$ cat config.mk
export PLATFORM = sky130hd
export DESIGN_NAME = tsqt_csr
export DESIGN_NICKNAME = d
export VERILOG_FILES = /design/src/rtl/core/tsqt_pkg.sv /design/src/rtl/core/tsqt_csr.sv
export SDC_FILE = /design/constraint.sdc
export NUM_CORES = 1
export LEC_CHECK = 0
export BUFFER_PORTS_ARGS = -buffer_cell sky130_fd_sc_hd__buf_2
export CORE_MARGIN = 1.5
export CORE_UTILIZATION = 35
export DETAILED_ROUTE_END_ITERATION = 8
export GPL_TIMING_DRIVEN = 1
export PLACE_DENSITY_LB_ADDON = 0.1
export SYNTH_ARGS = -nofsm -noshare
export SYNTH_HDL_FRONTEND = slang
export SYNTH_SLANG_ARGS = --single-unit
$ cat constraint.sdc
create_clock -name clock -period 2.7 [get_ports clock]
set_input_delay 0.27 -clock clock [delete_from_list [all_inputs] [get_ports clock]]
set_output_delay 0.27 -clock clock [all_outputs]
set_load 0.02 [all_outputs]
$ cat src/rtl/core/tsqt_pkg.sv
`default_nettype none
package tsqt_pkg;
   typedef enum logic [2:0] {
      OP_ACQUIRE = 3'd0, OP_RELEASE = 3'd1, OP_RELEASE_ALL = 3'd2, OP_ADD = 3'd3,
      OP_REMOVE = 3'd4, OP_SET_LIMIT = 3'd5, OP_RESET_STATS = 3'd6, OP_QUERY = 3'd7
   } op_type;

   typedef enum logic [2:0] {
      ST_OK = 3'd0, ST_LIMIT = 3'd1, ST_GLOBAL = 3'd2, ST_INVALID = 3'd3,
      ST_NOT_FOUND = 3'd4, ST_FULL = 3'd5
   } status_type;

   localparam int unsigned OP_BITS     = 3;
   localparam int unsigned TENANT_BITS = 6;
   localparam int unsigned FIELD_BITS  = 16;
   localparam int unsigned POOL_BITS   = 22;
   localparam int unsigned COUNT_BITS  = 7;
   localparam int unsigned CSR_IDX_BITS = 3;
   localparam int unsigned CSR_DATA_BITS = 16;

   localparam logic [CSR_IDX_BITS-1:0] CSR_POOL_CAP      = 3'd0;
   localparam logic [CSR_IDX_BITS-1:0] CSR_DEFAULT_LIMIT = 3'd1;
   localparam logic [CSR_IDX_BITS-1:0] CSR_MAX_TENANTS   = 3'd2;
   localparam logic [CSR_IDX_BITS-1:0] CSR_AUTO_CREATE   = 3'd3;
   localparam logic [CSR_IDX_BITS-1:0] CSR_TRACK_STATS   = 3'd4;

   localparam logic [FIELD_BITS-1:0] RESET_DEFAULT_LIMIT = 16'd10;

   typedef struct packed {
      logic [FIELD_BITS-1:0] pool_cap;
      logic [FIELD_BITS-1:0] default_limit;
      logic [COUNT_BITS-1:0] max_tenants;
      logic                  auto_create;
      logic                  track_stats;
   } cfg_type;

   typedef struct packed {
      logic [OP_BITS-1:0]     op;
      logic [TENANT_BITS-1:0] tenant;
      logic [FIELD_BITS-1:0]  slot_count;
      logic [FIELD_BITS-1:0]  new_limit;
      logic                   use_default;
      logic                   global_flag;
   } req_type;

   typedef struct packed {
      logic [2:0]            status;
      logic [FIELD_BITS-1:0] released_count;
      logic [FIELD_BITS-1:0] tenant_active;
      logic [FIELD_BITS-1:0] tenant_peak;
      logic [31:0]           tenant_acquires;
      logic [31:0]           tenant_releases;
      logic [31:0]           tenant_denied;
      logic [POOL_BITS-1:0]  pool_active;
      logic [POOL_BITS-1:0]  pool_peak;
      logic [COUNT_BITS-1:0] tenants_present;
      logic [31:0]           all_acquires;
      logic [31:0]           all_denied;
   } rsp_type;
endpackage
`default_nettype wire

$ cat src/rtl/core/tsqt_csr.sv
`default_nettype none
module tsqt_csr import tsqt_pkg::*; (
   input  wire logic                     clock,
   input  wire logic                     reset,
   input  wire logic                     csr_write,
   input  wire logic [CSR_IDX_BITS-1:0]  csr_index,
   input  wire logic [CSR_DATA_BITS-1:0] csr_data,
   output cfg_type                       cfg
);
   cfg_type cfg_ff, cfg_in;

   // register decode
   always_comb begin
      cfg_in = cfg_ff;
      if (csr_write) begin
         case (csr_index)
            CSR_POOL_CAP:      cfg_in.pool_cap      = csr_data;
            CSR_DEFAULT_LIMIT: cfg_in.default_limit = csr_data;
            CSR_MAX_TENANTS:   cfg_in.max_tenants   = csr_data[COUNT_BITS-1:0];
            CSR_AUTO_CREATE:   cfg_in.auto_create   = csr_data[0];
            CSR_TRACK_STATS:   cfg_in.track_stats   = csr_data[0];
            default: ;
         endcase
      end
   end

   always_ff @(posedge clock) begin
      if (reset) begin
         cfg_ff.pool_cap      <= '0;
         cfg_ff.default_limit <= RESET_DEFAULT_LIMIT;
         cfg_ff.max_tenants   <= '0;
         cfg_ff.auto_create   <= 1'b1;
         cfg_ff.track_stats   <= 1'b1;
      end else begin
         cfg_ff <= cfg_in;
      end
   end

   assign cfg = cfg_ff;
endmodule
`default_nettype wire

==> metrics.md <==
| Metric | Value |
|---|---|
| Outcome | complete, no violations |
| Worst-Margin Slew | 0.758 ns |
| CTS Buffer Depth | 2 |
| Synth Instances | 159 |
| Die area | 0.00536 mm2 |
| Drt via density | 4.53 |
| Critical path capture point type | flop |
| Maxcap violations | 0 |
| Post-route design area | 0.00216 mm2 |
| Worst path arrival time | 1.47 ns |
| # setup viols final | 0 |
| CP Data Required Time | 2.86 ns |
| GRT Util Overall | 14.6% |
| Chip Width | 73.2 um |
| Slew Limit Fails | 0 |
| DR WL/cell | 13.0 um |
| Nets@finish | 240 |
| Number of synthesized register bits | 41 |
| EDFF count, synth | 0 |
| RSZ-0062 raised after global routing | false |
| Largest net degree at the start of global routing | 61 |
| Area of the core | 0.00472 mm2 |
| Ys async rst share | 0% |
| Initial Util | 36.6% |
| Post-DP HPWL | 2600 um |
| Max FFs per register | 41 |
| Max Freq | 762 MHz |
| Synth area leaders | dfxtp_1 48%, mux2i_1 24%, nand2b_1 19% |
| Crit-path max FO | 10 |
| WHS | 0.267 ns |
| Num rows | 25 |
| Met2 Use GR | 24.4% |
| Total power | 1130 uW |
| Post-Route Setup TNS | 0 ns |
| Cts repair resizes | 0 |
| Pleak | 0.00104 uW |
| Synthesis-to-layout area growth | 24.9% |
| Post-CTS Setup Bufs | 0 |
| Initial antenna violation count | 0 |
| Count leader, synth | nand2b_1 |
| Average size of a mapped cell | 10.9 um2 |
| Grt met3 use | 4.97% |
| TritonCTS buffer count | 5 |
| Fin crit share | 48.6% |
| GR met1 Demand/Resource | 17.2% |
| Share of cells above drive strength 1 | 32.1% |
| Net Count, Synth | 181 |
| Top Ports | 63 |
| Busiest grt layer | met2 |
| Crit path time final | 1.31 ns |
| Routed via count | 1,292 |
| Most used flip-flop cell after synthesis | dfxtp_1 |
| 1st-pass router iterations | 4 |
| Synth top cells by count | 53 x nand2b_1, 41 x dfxtp_1, 41 x mux2i_1 |
| Die H | 73.2 um |
| Detailed Route Iter0 Violations | 40 |
| Placed inst area | 0.00207 mm2 |
| Cell Pwr Density | 525 mW/mm2 |
| DRT Wirelength | 3710 um |
| Antenna cells | 0 |
| CTS tree | yes |
| Worst Setup Path Type | in2reg |
| I/O Buffers | 62 |
| Area leader, netlist | dfxtp_1 |
| CTS Hold Buffers Added | 0 |
| Vias in the first global route | 1,287 |
| YS warnings | 0 |
| Startpoint class of the critical path | input port |
| Distinct cells, synth | 14 |
| Clock latency on the worst-skew pair | 0.29 ns |
| Reg clk slew, reported paths | 0.07 ns |
| Worst vdd ir | 0.215 mV |
| Relative slew margins | 49.5% |
| GRT Residual Overflow | 0 |
| Register area share after synthesis | 47.5% |
| Clock Skews | 0 ns |
| TritonCTS Sinks | 41 |
| Clk root buf | clkbuf_8 |
| Gpl congestion | 0.701 |
| Cell Area, Synth | 0.00173 mm2 |
| H-tree depth reported by CTS | 2 |
| Routed Antenna Nets | 0 |
| Global-route wire length before repair | 5840 um |
| Min-delay worst type | in2reg |
| Hold Vio Cnt, Final | 0 |
| DR DRC count | 0 |
| Yosys top cell area share | 47.5% |
[stage by stage]
step | instances | utilization [%] | worst slack (ns)
after global placement | 278 | 43.8 | 1.10
final | 285 | 45.7 | 1.39
after global routing | 285 | 45.7 | 1.32
after floorplan | 159 | - | 1.51
after CTS | 285 | 45.7 | 1.37
after detailed placement | 278 | 43.8 | 1.04
[cells in the final DEF, fill, tap and decap left out]
cell and instances:
nand4b_1 1, dfxtp_1 41, clkbuf_8 6, buf_2 62
and4bb_2 1, nand2b_1 53, mux2i_1 41, nand4bb_1 2
nor4bb_1 1, clkbuf_1 1, nor2_1 7, or4b_1 1
nor4b_4 1
[power by group]
part / internal, uW / switching (uW) / total (uW)
logic: 51.2 / 62.0 / 113
clock network: 203 / 191 / 394
registers: 618 / 6.75 / 625
total: 872 / 260 / 1130
[per-layer routing]
metal / part of all wire (%) / vias up
met3: 6.9 / 6
met2: 45 / 46
li1: - / 643
met4: 1.3 / 0
met5: 0 / -
met1: 46 / 597
[logic make-up (layout without fill, tap and decap cells)]
family / Yosys count / after routing / share of synthesized area, %
and+or+nand+nor: 67 / 67 / 25.8
muxes: 41 / 41 / 23.8
DFF: 41 / 41 / 47.5
buffers and inverters: 10 / 69 / 2.90
[critical path, cell delays in order]
cell and delay [ns]:
buf_2 0.15, or4b_1 0.83, mux2i_1 0.21
[final timing paths]
check                               end         start  slack [ns]  depth (start not counted)
worst max register to register  cfg[12]       cfg[12]        2.08                          2
worst min register to register  cfg[23]       cfg[23]        0.47                          2
worst min-delay path            cfg[23]  csr_data[14]        0.27                          3
worst max-delay path            cfg[33]  csr_index[0]        1.39                          3
[area by class of cell]
cell class / count / area [um2]
Clock buffer: 7 / 86.3
Multi-Input combinational cell: 108 / 856
Tap cell: 67 / 83.8
Fill cell: 460 / 2570
Timing Repair Buffer: 62 / 310
Sequential cell: 41 / 821
(Power assumes the default switching activity.)
